--- config.mk ---
export PLATFORM = sky130hd
export DESIGN_NAME = battery_coulomb_counter
export DESIGN_NICKNAME = d
export VERILOG_FILES = /design/src/hdl/bcc_pkg.sv /design/src/hdl/battery_coulomb_counter.sv /design/src/hdl/bcc_cfg.sv /design/src/hdl/bcc_div.sv
export SDC_FILE = /design/constraint.sdc
export NUM_CORES = 2
export LEC_CHECK = 0
export BUFFER_PORTS_ARGS = -buffer_cell sky130_fd_sc_hd__buf_4
export CAP_MARGIN = 20
export CORE_MARGIN = 2
export CORE_UTILIZATION = 60
export DETAILED_ROUTE_END_ITERATION = 7
export PLACE_DENSITY_LB_ADDON = 0.15
export SETUP_SLACK_MARGIN = 0.5
export SKIP_CTS_REPAIR_TIMING = 1
export SYNTH_ARGS = -nofsm -noshare
export SYNTH_HDL_FRONTEND = slang
export SYNTH_HIERARCHICAL = 1
export SYNTH_SLANG_ARGS = --single-unit
--- constraint.sdc ---
create_clock -name aclk -period 9.5 [get_ports aclk]
set_input_delay 0.95 -clock aclk [delete_from_list [all_inputs] [get_ports aclk]]
set_output_delay 0.95 -clock aclk [all_outputs]
set_load 0.02 [all_outputs]
--- src/hdl/bcc_pkg.sv ---
package bcc_pkg;

    // Datapath widths
    localparam int DATA_W     = 32;
    localparam int MUL_B_W    = 11;
    localparam int PROD_W     = 43;
    localparam int SAT_W      = 44;
    localparam int DIV_W      = PROD_W - 1;
    localparam int DVSR_W     = 20;
    localparam int DIV_STEPS  = 2;

    // Field widths
    localparam int SHUNT_W    = 20;
    localparam int BUS_W      = 15;
    localparam int AH_W       = 10;
    localparam int UV_W       = 21;
    localparam int MAS_W      = 22;

    // Register widths
    localparam int RSH_W      = 20;
    localparam int OFS_W      = 11;
    localparam int CSC_W      = 10;
    localparam int VSC_W      = 11;
    localparam int WC_W       = 10;
    localparam int EFF_W      = 7;
    localparam int CAP_W      = 10;
    localparam int CFG_IDX_W  = 3;
    localparam int CFG_DATA_W = 20;

    // Register indexes
    localparam logic [CFG_IDX_W-1:0] CFG_RSH = 3'd0;
    localparam logic [CFG_IDX_W-1:0] CFG_OFS = 3'd1;
    localparam logic [CFG_IDX_W-1:0] CFG_CSC = 3'd2;
    localparam logic [CFG_IDX_W-1:0] CFG_VSC = 3'd3;
    localparam logic [CFG_IDX_W-1:0] CFG_WC  = 3'd4;
    localparam logic [CFG_IDX_W-1:0] CFG_EFF = 3'd5;
    localparam logic [CFG_IDX_W-1:0] CFG_CAP = 3'd6;

    // Register reset values
    localparam int RSH_RST_INT = 750;
    localparam int OFS_RST_INT = -10;
    localparam int CSC_RST_INT = 100;
    localparam int VSC_RST_INT = 1000;
    localparam int WC_RST_INT  = 0;
    localparam int EFF_RST_INT = 75;
    localparam int CAP_RST_INT = 90;

    // Scale constants
    localparam int MILLI_INT      = 1000;
    localparam int PCT_INT        = 100;
    localparam int MAS_PER_AH_INT = 3600000;
    localparam logic [MAS_W-1:0] MAS_PER_AH = MAS_W'(MAS_PER_AH_INT);
    localparam logic signed [DATA_W-1:0] CHARGE_RST = DATA_W'(CAP_RST_INT * MAS_PER_AH_INT);
    localparam logic signed [DATA_W-1:0] DATA_MAX = {1'b0, {(DATA_W-1){1'b1}}};
    localparam logic signed [DATA_W-1:0] DATA_MIN = {1'b1, {(DATA_W-1){1'b0}}};

    localparam int SPW_DEFAULT = 20;

    typedef struct packed {
        logic        [RSH_W-1:0] rsh;
        logic signed [OFS_W-1:0] ofs;
        logic        [CSC_W-1:0] csc;
        logic        [VSC_W-1:0] vsc;
        logic        [WC_W-1:0]  wc;
        logic        [EFF_W-1:0] eff;
        logic        [CAP_W-1:0] cap;
    } cfg_t;

    // Clamp a wide signed value to the signed 32-bit range
    function automatic logic signed [DATA_W-1:0] sat32(input logic signed [SAT_W-1:0] v);
        logic [SAT_W-DATA_W:0] top;
        top = v[SAT_W-1:DATA_W-1];
        if ((&top) || !(|top)) begin
            return v[DATA_W-1:0];
        end else if (v[SAT_W-1]) begin
            return DATA_MIN;
        end else begin
            return DATA_MAX;
        end
    endfunction

endpackage

--- src/hdl/battery_coulomb_counter.sv ---
// A load command sets the charge counter directly; a measurement sample runs five
// multiply-divide steps, and a sample that closes a window with valid samples four more,
// all on one shared divider (2 quotient bits a cycle). One word at a time: s_ready returns
// with m_valid, so no new word is taken until the last result is loaded into the output
// register. Reset restores register defaults, clears window and averages, and sets the
// charge counter to 324000000 mAs.
module battery_coulomb_counter #(
    parameter int SAMPLES_PER_WINDOW = bcc_pkg::SPW_DEFAULT
) (
    input  logic                               aclk,
    input  logic                               aresetn,
    input  logic                               cfg_wr_en,
    input  logic [bcc_pkg::CFG_IDX_W-1:0]      cfg_index,
    input  logic [bcc_pkg::CFG_DATA_W-1:0]     cfg_wdata,
    input  logic                               s_valid,
    output logic                               s_ready,
    input  logic                               s_command,
    input  logic signed [bcc_pkg::SHUNT_W-1:0] s_shunt_uv,
    input  logic        [bcc_pkg::BUS_W-1:0]   s_bus_mv,
    input  logic                               s_sample_valid,
    input  logic        [bcc_pkg::AH_W-1:0]    s_charge_ah,
    output logic                               m_valid,
    input  logic                               m_ready,
    output logic signed [bcc_pkg::DATA_W-1:0]  m_current_ma,
    output logic                               m_window_done,
    output logic signed [bcc_pkg::DATA_W-1:0]  m_avg_shunt_uv,
    output logic signed [bcc_pkg::DATA_W-1:0]  m_avg_bus_mv,
    output logic signed [bcc_pkg::DATA_W-1:0]  m_avg_current_ma,
    output logic signed [bcc_pkg::DATA_W-1:0]  m_charge_mas
);
    import bcc_pkg::*;

    localparam int POS_W = $clog2(SAMPLES_PER_WINDOW + 1);

    // Sequencer states
    localparam logic [2:0] S_IDLE  = 3'd0;
    localparam logic [2:0] S_PREP  = 3'd1;
    localparam logic [2:0] S_MUL   = 3'd2;
    localparam logic [2:0] S_START = 3'd3;
    localparam logic [2:0] S_WAIT  = 3'd4;
    localparam logic [2:0] S_ACC   = 3'd5;
    localparam logic [2:0] S_OUT   = 3'd6;

    // Multiply-divide steps
    localparam logic [3:0] OP_MA0  = 4'd0;
    localparam logic [3:0] OP_MA   = 4'd1;
    localparam logic [3:0] OP_MV   = 4'd2;
    localparam logic [3:0] OP_WIRE = 4'd3;
    localparam logic [3:0] OP_CRED = 4'd4;
    localparam logic [3:0] OP_AVG0 = 4'd5;
    localparam logic [3:0] OP_AVG1 = 4'd6;
    localparam logic [3:0] OP_AVG2 = 4'd7;
    localparam logic [3:0] OP_CHG  = 4'd8;

    cfg_t cfg;

    logic [2:0] state_reg;
    logic [3:0] op_reg;

    logic                      cmd_reg;
    logic [BUS_W-1:0]          bus_reg;
    logic                      svalid_reg;
    logic [AH_W-1:0]           ah_reg;
    logic signed [UV_W-1:0]    uv_reg;
    logic signed [PROD_W-1:0]  prod_reg;
    logic signed [DATA_W-1:0]  ma_reg;
    logic signed [DATA_W-1:0]  mv_reg;
    logic signed [DATA_W-1:0]  cred_reg;

    logic [POS_W-1:0]          pos_reg;
    logic [POS_W-1:0]          cnt_reg;
    logic signed [DATA_W-1:0]  sum_shunt_reg;
    logic signed [DATA_W-1:0]  sum_bus_reg;
    logic signed [DATA_W-1:0]  sum_cur_reg;
    logic signed [DATA_W-1:0]  sum_cred_reg;
    logic signed [DATA_W-1:0]  latest_reg;
    logic signed [DATA_W-1:0]  avg_shunt_reg;
    logic signed [DATA_W-1:0]  avg_bus_reg;
    logic signed [DATA_W-1:0]  avg_cur_reg;
    logic signed [DATA_W-1:0]  charge_reg;
    logic                      done_reg;
    logic                      m_valid_reg;

    logic signed [DATA_W-1:0]  m_current_reg;
    logic                      m_done_reg;
    logic signed [DATA_W-1:0]  m_avg_shunt_reg;
    logic signed [DATA_W-1:0]  m_avg_bus_reg;
    logic signed [DATA_W-1:0]  m_avg_cur_reg;
    logic signed [DATA_W-1:0]  m_charge_reg;

    logic signed [DATA_W-1:0]       mul_a;
    logic        [MUL_B_W-1:0]      mul_b;
    logic signed [DATA_W+MUL_B_W:0] mul_full;
    logic        [DVSR_W-1:0]       div_dvsr;
    logic                           div_start;
    logic                           div_done;
    logic signed [PROD_W-1:0]       div_quot;
    logic signed [SAT_W-1:0]        q_ext;

    logic                  accept;
    logic                  out_free;
    logic [POS_W-1:0]      pos_inc;
    logic [POS_W-1:0]      cnt_inc;
    logic [DATA_W-1:0]     cap_mas;
    logic [DATA_W-1:0]     load_mas;
    logic                  charge_lt_cap;

    bcc_cfg u_cfg (
        .aclk     (aclk),
        .aresetn  (aresetn),
        .wr_en    (cfg_wr_en),
        .wr_index (cfg_index),
        .wr_data  (cfg_wdata),
        .cfg      (cfg)
    );

    bcc_div u_div (
        .aclk     (aclk),
        .aresetn  (aresetn),
        .start    (div_start),
        .dividend (prod_reg),
        .divisor  (div_dvsr),
        .done     (div_done),
        .quotient (div_quot)
    );

    assign s_ready   = (state_reg == S_IDLE);
    assign accept    = s_valid && s_ready;
    assign out_free  = !m_valid_reg || m_ready;
    assign div_start = (state_reg == S_START);
    assign q_ext     = SAT_W'(div_quot);
    assign pos_inc   = pos_reg + 1'b1;
    assign cnt_inc   = cnt_reg + POS_W'(svalid_reg);

    // Capacity cap and charge load value, both below 2^32
    assign cap_mas       = DATA_W'(cfg.cap) * DATA_W'(MAS_PER_AH);
    assign load_mas      = DATA_W'(ah_reg) * DATA_W'(MAS_PER_AH);
    assign charge_lt_cap = $signed({charge_reg[DATA_W-1], charge_reg}) <
                           $signed({1'b0, cap_mas});

    // Select multiplier operands for the current step
    always_comb begin
        mul_a = '0;
        mul_b = '0;
        case (op_reg)
            OP_MA0: begin
                mul_a = DATA_W'(uv_reg);
                mul_b = MUL_B_W'(MILLI_INT);
            end
            OP_MA: begin
                mul_a = ma_reg;
                mul_b = MUL_B_W'(cfg.csc);
            end
            OP_MV: begin
                mul_a = DATA_W'(bus_reg);
                mul_b = cfg.vsc;
            end
            OP_WIRE: begin
                mul_a = ma_reg;
                mul_b = MUL_B_W'(cfg.wc);
            end
            OP_CRED: begin
                mul_a = ma_reg;
                mul_b = MUL_B_W'(cfg.eff);
            end
            OP_AVG0: begin
                mul_a = sum_shunt_reg;
                mul_b = MUL_B_W'(1);
            end
            OP_AVG1: begin
                mul_a = sum_bus_reg;
                mul_b = MUL_B_W'(1);
            end
            OP_AVG2: begin
                mul_a = sum_cur_reg;
                mul_b = MUL_B_W'(1);
            end
            OP_CHG: begin
                mul_a = sum_cred_reg;
                mul_b = MUL_B_W'(1);
            end
            default: ;
        endcase
    end

    assign mul_full = mul_a * $signed({1'b0, mul_b});

    // Select divisor for the current step
    always_comb begin
        case (op_reg)
            OP_MA0:                  div_dvsr = (cfg.rsh == '0) ? DVSR_W'(1) : cfg.rsh;
            OP_MA, OP_CRED:          div_dvsr = DVSR_W'(PCT_INT);
            OP_MV, OP_WIRE:          div_dvsr = DVSR_W'(MILLI_INT);
            OP_AVG0, OP_AVG1,
            OP_AVG2, OP_CHG:         div_dvsr = DVSR_W'(cnt_reg);
            default:                 div_dvsr = DVSR_W'(1);
        endcase
    end

    // Sequencer and block state
    always_ff @(posedge aclk) begin
        if (!aresetn) begin
            state_reg     <= S_IDLE;
            op_reg        <= OP_MA0;
            pos_reg       <= '0;
            cnt_reg       <= '0;
            sum_shunt_reg <= '0;
            sum_bus_reg   <= '0;
            sum_cur_reg   <= '0;
            sum_cred_reg  <= '0;
            latest_reg    <= '0;
            avg_shunt_reg <= '0;
            avg_bus_reg   <= '0;
            avg_cur_reg   <= '0;
            charge_reg    <= CHARGE_RST;
            done_reg      <= 1'b0;
            m_valid_reg   <= 1'b0;
        end else begin
            // Raise valid as a word is loaded, drop it once taken
            if (state_reg == S_OUT && out_free) begin
                m_valid_reg <= 1'b1;
            end else if (m_valid_reg && m_ready) begin
                m_valid_reg <= 1'b0;
            end
            case (state_reg)
                S_IDLE: begin
                    if (accept) begin
                        state_reg <= S_PREP;
                    end
                end
                S_PREP: begin
                    done_reg <= 1'b0;
                    if (cmd_reg) begin
                        charge_reg <= load_mas[DATA_W-1] ? DATA_MAX : load_mas;
                        state_reg  <= S_OUT;
                    end else begin
                        op_reg    <= OP_MA0;
                        state_reg <= S_MUL;
                    end
                end
                S_MUL: begin
                    state_reg <= S_START;
                end
                S_START: begin
                    state_reg <= S_WAIT;
                end
                S_WAIT: begin
                    if (div_done) begin
                        case (op_reg)
                            OP_MA0: begin
                                op_reg    <= OP_MA;
                                state_reg <= S_MUL;
                            end
                            OP_MA: begin
                                op_reg    <= OP_MV;
                                state_reg <= S_MUL;
                            end
                            OP_MV: begin
                                op_reg    <= OP_WIRE;
                                state_reg <= S_MUL;
                            end
                            OP_WIRE: begin
                                op_reg    <= OP_CRED;
                                state_reg <= S_MUL;
                            end
                            OP_CRED: begin
                                state_reg <= S_ACC;
                            end
                            OP_AVG0: begin
                                avg_shunt_reg <= sat32(q_ext);
                                op_reg        <= OP_AVG1;
                                state_reg     <= S_MUL;
                            end
                            OP_AVG1: begin
                                avg_bus_reg <= sat32(q_ext);
                                op_reg      <= OP_AVG2;
                                state_reg   <= S_MUL;
                            end
                            OP_AVG2: begin
                                avg_cur_reg <= sat32(q_ext);
                                op_reg      <= OP_CHG;
                                state_reg   <= S_MUL;
                            end
                            OP_CHG: begin
                                if (charge_lt_cap || sum_cred_reg[DATA_W-1]) begin
                                    charge_reg <= sat32(SAT_W'(charge_reg) + q_ext);
                                end
                                done_reg      <= 1'b1;
                                pos_reg       <= '0;
                                cnt_reg       <= '0;
                                sum_shunt_reg <= '0;
                                sum_bus_reg   <= '0;
                                sum_cur_reg   <= '0;
                                sum_cred_reg  <= '0;
                                state_reg     <= S_OUT;
                            end
                            default: state_reg <= S_OUT;
                        endcase
                    end
                end
                S_ACC: begin
                    // Fold the sample into the window, then close it when full
                    if (svalid_reg) begin
                        sum_shunt_reg <= sat32(SAT_W'(sum_shunt_reg) + SAT_W'(uv_reg));
                        sum_bus_reg   <= sat32(SAT_W'(sum_bus_reg) + SAT_W'(mv_reg));
                        sum_cur_reg   <= sat32(SAT_W'(sum_cur_reg) + SAT_W'(ma_reg));
                        sum_cred_reg  <= sat32(SAT_W'(sum_cred_reg) + SAT_W'(cred_reg));
                        latest_reg    <= ma_reg;
                    end
                    if (pos_inc >= POS_W'(SAMPLES_PER_WINDOW)) begin
                        if (cnt_inc != '0) begin
                            pos_reg   <= pos_inc;
                            cnt_reg   <= cnt_inc;
                            op_reg    <= OP_AVG0;
                            state_reg <= S_MUL;
                        end else begin
                            pos_reg       <= '0;
                            cnt_reg       <= '0;
                            sum_shunt_reg <= '0;
                            sum_bus_reg   <= '0;
                            sum_cur_reg   <= '0;
                            sum_cred_reg  <= '0;
                            state_reg     <= S_OUT;
                        end
                    end else begin
                        pos_reg   <= pos_inc;
                        cnt_reg   <= cnt_inc;
                        state_reg <= S_OUT;
                    end
                end
                S_OUT: begin
                    if (out_free) begin
                        state_reg <= S_IDLE;
                    end
                end
                default: state_reg <= S_IDLE;
            endcase
        end
    end

    // Datapath registers
    always_ff @(posedge aclk) begin
        if (accept) begin
            cmd_reg    <= s_command;
            bus_reg    <= s_bus_mv;
            svalid_reg <= s_sample_valid;
            ah_reg     <= s_charge_ah;
            uv_reg     <= UV_W'(s_shunt_uv) - UV_W'($signed(cfg.ofs));
        end
        if (state_reg == S_MUL) begin
            prod_reg <= mul_full[PROD_W-1:0];
        end
        if (state_reg == S_WAIT && div_done) begin
            case (op_reg)
                OP_MA0, OP_MA: ma_reg <= sat32(q_ext);
                OP_MV:         mv_reg <= sat32(q_ext);
                OP_WIRE:       mv_reg <= sat32(SAT_W'(mv_reg) - q_ext);
                OP_CRED:       cred_reg <= ma_reg[DATA_W-1] ? ma_reg : sat32(q_ext);
                default: ;
            endcase
        end
        // Load the result word once the output register is free
        if (state_reg == S_OUT && out_free) begin
            m_current_reg   <= latest_reg;
            m_done_reg      <= done_reg;
            m_avg_shunt_reg <= avg_shunt_reg;
            m_avg_bus_reg   <= avg_bus_reg;
            m_avg_cur_reg   <= avg_cur_reg;
            m_charge_reg    <= charge_reg;
        end
    end

    assign m_valid          = m_valid_reg;
    assign m_current_ma     = m_current_reg;
    assign m_window_done    = m_done_reg;
    assign m_avg_shunt_uv   = m_avg_shunt_reg;
    assign m_avg_bus_mv     = m_avg_bus_reg;
    assign m_avg_current_ma = m_avg_cur_reg;
    assign m_charge_mas     = m_charge_reg;

endmodule

--- src/hdl/bcc_cfg.sv ---
module bcc_cfg (
    input  logic                            aclk,
    input  logic                            aresetn,
    input  logic                            wr_en,
    input  logic [bcc_pkg::CFG_IDX_W-1:0]   wr_index,
    input  logic [bcc_pkg::CFG_DATA_W-1:0]  wr_data,
    output bcc_pkg::cfg_t                   cfg
);
    import bcc_pkg::*;

    cfg_t cfg_reg;

    // Write one register per enabled cycle
    always_ff @(posedge aclk) begin
        if (!aresetn) begin
            cfg_reg.rsh <= RSH_W'(RSH_RST_INT);
            cfg_reg.ofs <= OFS_W'(OFS_RST_INT);
            cfg_reg.csc <= CSC_W'(CSC_RST_INT);
            cfg_reg.vsc <= VSC_W'(VSC_RST_INT);
            cfg_reg.wc  <= WC_W'(WC_RST_INT);
            cfg_reg.eff <= EFF_W'(EFF_RST_INT);
            cfg_reg.cap <= CAP_W'(CAP_RST_INT);
        end else if (wr_en) begin
            case (wr_index)
                CFG_RSH: cfg_reg.rsh <= wr_data[RSH_W-1:0];
                CFG_OFS: cfg_reg.ofs <= wr_data[OFS_W-1:0];
                CFG_CSC: cfg_reg.csc <= wr_data[CSC_W-1:0];
                CFG_VSC: cfg_reg.vsc <= wr_data[VSC_W-1:0];
                CFG_WC:  cfg_reg.wc  <= wr_data[WC_W-1:0];
                CFG_EFF: cfg_reg.eff <= wr_data[EFF_W-1:0];
                CFG_CAP: cfg_reg.cap <= wr_data[CAP_W-1:0];
                default: ;
            endcase
        end
    end

    assign cfg = cfg_reg;

endmodule

--- src/hdl/bcc_div.sv ---
module bcc_div (
    input  logic                               aclk,
    input  logic                               aresetn,
    input  logic                               start,
    input  logic signed [bcc_pkg::PROD_W-1:0]  dividend,
    input  logic        [bcc_pkg::DVSR_W-1:0]  divisor,
    output logic                               done,
    output logic signed [bcc_pkg::PROD_W-1:0]  quotient
);
    import bcc_pkg::*;

    localparam int DIV_CYCLES = DIV_W / DIV_STEPS;
    localparam int CNT_W      = $clog2(DIV_CYCLES);

    logic                 busy_reg;
    logic                 done_reg;
    logic [CNT_W-1:0]     cnt_reg;
    logic                 neg_reg;
    logic [DVSR_W-1:0]    dvsr_reg;
    logic [DVSR_W-1:0]    rem_reg;
    logic [DVSR_W-1:0]    rem_next;
    logic [DIV_W-1:0]     quo_reg;
    logic [DIV_W-1:0]     quo_next;
    logic [PROD_W-1:0]    mag_in;
    logic signed [PROD_W-1:0] mag_out;

    // Two restoring steps per cycle
    always_comb begin
        logic [DVSR_W:0]   sh;
        logic [DVSR_W-1:0] r;
        logic [DIV_W-1:0]  q;
        r = rem_reg;
        q = quo_reg;
        for (int i = 0; i < DIV_STEPS; i++) begin
            sh = {r, q[DIV_W-1]};
            q  = {q[DIV_W-2:0], 1'b0};
            if (sh >= {1'b0, dvsr_reg}) begin
                sh   = sh - {1'b0, dvsr_reg};
                q[0] = 1'b1;
            end
            r = sh[DVSR_W-1:0];
        end
        rem_next = r;
        quo_next = q;
    end

    assign mag_in = dividend[PROD_W-1] ? PROD_W'(-dividend) : PROD_W'(dividend);

    // Sequence control
    always_ff @(posedge aclk) begin
        if (!aresetn) begin
            busy_reg <= 1'b0;
            done_reg <= 1'b0;
            cnt_reg  <= '0;
        end else begin
            done_reg <= 1'b0;
            if (start) begin
                busy_reg <= 1'b1;
                cnt_reg  <= CNT_W'(DIV_CYCLES - 1);
            end else if (busy_reg) begin
                cnt_reg <= cnt_reg - 1'b1;
                if (cnt_reg == '0) begin
                    busy_reg <= 1'b0;
                    done_reg <= 1'b1;
                end
            end
        end
    end

    // Operand and partial result registers
    always_ff @(posedge aclk) begin
        if (start) begin
            neg_reg  <= dividend[PROD_W-1];
            dvsr_reg <= divisor;
            rem_reg  <= '0;
            quo_reg  <= mag_in[DIV_W-1:0];
        end else if (busy_reg) begin
            rem_reg <= rem_next;
            quo_reg <= quo_next;
        end
    end

    // Restore sign, truncating toward zero
    assign mag_out  = {1'b0, quo_reg};
    assign quotient = neg_reg ? -mag_out : mag_out;
    assign done     = done_reg;

endmodule

==> impl_metrics.prom <==
# TYPE chip_impl_metric gauge
chip_impl_metric{name="postSynth.asyncResetShare",unit=""} 0
chip_impl_metric{name="globalplace.congestion",unit=""} 0.978
chip_impl_metric{name="i_o_pin_total",unit=""} 238
chip_impl_metric{name="cts_buffers",unit=""} 87
chip_impl_metric{name="ys_types",unit=""} 103
chip_impl_metric{name="dieArea",unit="mm²"} 0.110
chip_impl_info{name="status",value="finished, final reports clean"} 1
chip_impl_metric{name="first_global_vias",unit=""} 51300
chip_impl_metric{name="clk_pin_slew_worst_paths",unit="ns"} 0.06
chip_impl_metric{name="synth_cells",unit=""} 7002
chip_impl_metric{name="largest_register_ffs",unit=""} 79
chip_impl_metric{name="drtAntennaViolNets",unit=""} 0
chip_impl_metric{name="final_nets",unit=""} 8176
chip_impl_metric{name="setup_viol",unit=""} 0
chip_impl_metric{name="vias_per_cell",unit=""} 6.20
chip_impl_metric{name="maxSlewHeadroom",unit=""} 0.189
chip_impl_metric{name="drt_pass1_iterations",unit=""} 7
chip_impl_info{name="grt_setup_unrepaired",value="no"} 1
chip_impl_metric{name="insertion_delay",unit="ns"} 0.69
chip_impl_metric{name="fp_rows",unit=""} 120
chip_impl_metric{name="post_synthesis_instance_area",unit="mm²"} 0.0646
chip_impl_metric{name="synth_area_per_cell",unit="µm²"} 9.22
chip_impl_metric{name="timing.clock.skew",unit="ns"} 0.0315
chip_impl_metric{name="core_region_area",unit="mm²"} 0.107
chip_impl_info{name="layout.cells.most_common_list",value="sky130_fd_sc_hd__nand2_1 (801), sky130_fd_sc_hd__inv_1 (734), sky130_fd_sc_hd__a21oi_1 (544)"} 1
chip_impl_metric{name="clock_tree.buffer_depth",unit=""} 3
chip_impl_metric{name="initial_utilization",unit=""} 0.604
chip_impl_metric{name="detail_route.wirelength",unit="µm"} 195000
chip_impl_metric{name="post-route-min-period",unit="ns"} 8.46
chip_impl_info{name="tritoncts",value="built"} 1
chip_impl_metric{name="yosys_register_bits",unit=""} 824
chip_impl_metric{name="drv.max_cap_violation_count",unit=""} 0
chip_impl_info{name="min-delay-path-class",value="reg2reg"} 1
chip_impl_metric{name="global_route_wire_length_before_repair",unit="µm"} 298000
chip_impl_info{name="ctsRootBufferMaster",value="sky130_fd_sc_hd__clkbuf_16"} 1
chip_impl_metric{name="crit_path_max_incr_delay",unit="ns"} 0.56
chip_impl_metric{name="cts_num_sinks",unit=""} 824
chip_impl_metric{name="portion_of_the_clock_cycle_consumed_by_the_worst_path_in_the_final_layout",unit=""} 0.891
chip_impl_info{name="critPathKind",value="reg2reg"} 1
chip_impl_info{name="setup.worst_path.end_class",value="flip-flop"} 1
chip_impl_metric{name="area_growth_syn_to_layout",unit="%"} 10.0
chip_impl_metric{name="slew_violations",unit=""} 0
chip_impl_metric{name="crit_required",unit="ns"} 9.93
chip_impl_metric{name="num_vias",unit=""} 53500
chip_impl_metric{name="hold_viol_final",unit=""} 0
chip_impl_info{name="synthFlopType",value="sky130_fd_sc_hd__dfxtp_1"} 1
chip_impl_info{name="startpoint_type",value="flip-flop"} 1
chip_impl_metric{name="layout-drive-gt1-share",unit=""} 0.0857
chip_impl_metric{name="grt_usage",unit=""} 0.348
chip_impl_metric{name="cts.htree.levels",unit=""} 3
chip_impl_metric{name="fillerInstances",unit=""} 8744
chip_impl_metric{name="numPortBuffers",unit=""} 237
chip_impl_metric{name="die-width",unit="µm"} 332
chip_impl_metric{name="grt_remaining_overflow",unit=""} 0
chip_impl_metric{name="post_detailed_route_drc_marker_count",unit=""} 0
chip_impl_info{name="critPathSlowestCell",value="sky130_fd_sc_hd__fa_1"} 1
chip_impl_metric{name="crit_path_max_fanout",unit=""} 24
chip_impl_metric{name="first_iter_violations",unit=""} 5614
chip_impl_metric{name="antenna_found_initial",unit=""} 3
chip_impl_metric{name="cp.arrival",unit="ns"} 8.89
chip_impl_metric{name="grt_start_max_net_pins",unit=""} 132
chip_impl_info{name="cpMostUsedCell",value="sky130_fd_sc_hd__fa_1"} 1
chip_impl_metric{name="drt-wirelength-per-cell",unit="µm"} 22.6
chip_impl_metric{name="synth_edf_count",unit=""} 411
chip_impl_metric{name="seq_area_frac_synth",unit=""} 0.319
chip_impl_metric{name="worst_pin_slew",unit="ns"} 1.21
chip_impl_metric{name="synth-warning-count",unit=""} 6
chip_impl_metric{name="floorplan_die_height",unit="µm"} 332
chip_impl_metric{name="num_antenna_cells",unit=""} 0
chip_impl_info{name="mostFrequentLayoutCell",value="sky130_fd_sc_hd__nand2_1"} 1
chip_impl_metric{name="setup-tns-final",unit="ns"} 0
chip_impl_metric{name="fmaxAchievable",unit="MHz"} 118
chip_impl_metric{name="hpwl",unit="µm"} 154000
==> Yosys cell counts (all sizes together), types with 23 or more instances <==
cell	number	share of area
a21o	164	0.019
o21bai	38	0.0044
nand2b	73	0.0071
clkbuf	235	0.014
nor4	26	0.0025
o21a	48	0.0056
o21ai	335	0.026
edfxtp	411	0.19
a21oi	545	0.042
a22oi	60	0.0070
ha	525	0.10
nor2b	102	0.0099
nand3	102	0.0079
xor2	159	0.022
o31ai	65	0.0077
dfxtp	413	0.13
o22ai	24	0.0023
xnor2	243	0.033
o211ai	32	0.0039
buf	36	0.0033
nand4	42	0.0041
inv	735	0.043
mux2	51	0.0089
nand2	802	0.047
a211oi	130	0.015
mux2i	111	0.017
a221oi	25	0.0034
and2	35	0.0034
or2	23	0.0022
a31oi	81	0.0078
nor3	80	0.0063
and3	48	0.0047
nor2	489	0.028
or3	35	0.0035
fa	423	0.13
==> worst max-delay path, delay by kind of cell (launching register included) <==
family | cells | cell delay, ns
AOI/OAI and AO/OA | 11 | 2.72
DFF | 1 | 0.50
and+or+nand+nor | 6 | 1.36
adders and majority gates | 6 | 2.86
xor gates and xnor gates | 1 | 0.10
buffers and inverters | 5 | 0.67
==> area by class of cell <==
class                           count  area, µm²  area share
Clock buffer                      105       2340      0.0329
Clock inverter                     56        744      0.0105
Inverter                          738       2780      0.0391
Multi-Input combinational cell   5184      40400       0.568
Sequential cell                   824      20600       0.290
Tap cell                         1403       1760      0.0247
Timing Repair Buffer              318       2460      0.0347
==> layer usage <==
layer	part of all wire	global-route usage
met2	0.44	0.547
met5	0.00014	0
met3	0.097	0.0562
met4	0.035	0.112
met1	0.42	0.494
==> cells by family (layout without fill, tap and decap cells) <==
| logic type | Yosys count | in the layout | share of synthesized area |
|---|---|---|---|
| simple gates | 1924 | 1924 | 0.136 |
| compound gates | 1729 | 1729 | 0.171 |
| fa+ha+maj | 950 | 950 | 0.233 |
| other cells | 2 | 17 | 0.000116 |
| buf+inv | 1009 | 1217 | 0.0598 |
| xor+xnor | 402 | 402 | 0.0545 |
| flops | 824 | 824 | 0.319 |
| mux | 162 | 162 | 0.0261 |
==> worst paths after layout <==
kind | start | end | slack (ns) | cells after the start
worst max register to register | op_reg[0]$_SDFFE_PN0P_ | prod_reg[41]$_DFFE_PP_ | 1.04 | 29
worst min-delay path | avg_cur_reg[19]$_SDFFE_PN0P_ | m_avg_current_ma[19]$_DFFE_PP_ | 0.43 | 0
worst min register to register | avg_cur_reg[19]$_SDFFE_PN0P_ | m_avg_current_ma[19]$_DFFE_PP_ | 0.43 | 0
worst max-delay path | op_reg[0]$_SDFFE_PN0P_ | prod_reg[41]$_DFFE_PP_ | 1.04 | 29
==> through the flow <==
stage	cell area, µm²	setup slack (ns)	cells	hold slack [ns]	utilization
after global routing	71000	0.524	8628	0.435	0.665
after detailed placement	67900	0.837	8464	0.415	0.635
after global placement	67800	0.932	8463	0.412	0.635
after CTS	70900	0.804	8625	0.416	0.664
final	71000	1.04	8628	0.431	0.665
after floorplan	64600	1.74	7017	0.408	-
Power is not shown: default switching activity piles up to over one toggle a cycle in this logic, so the estimate is an artifact.
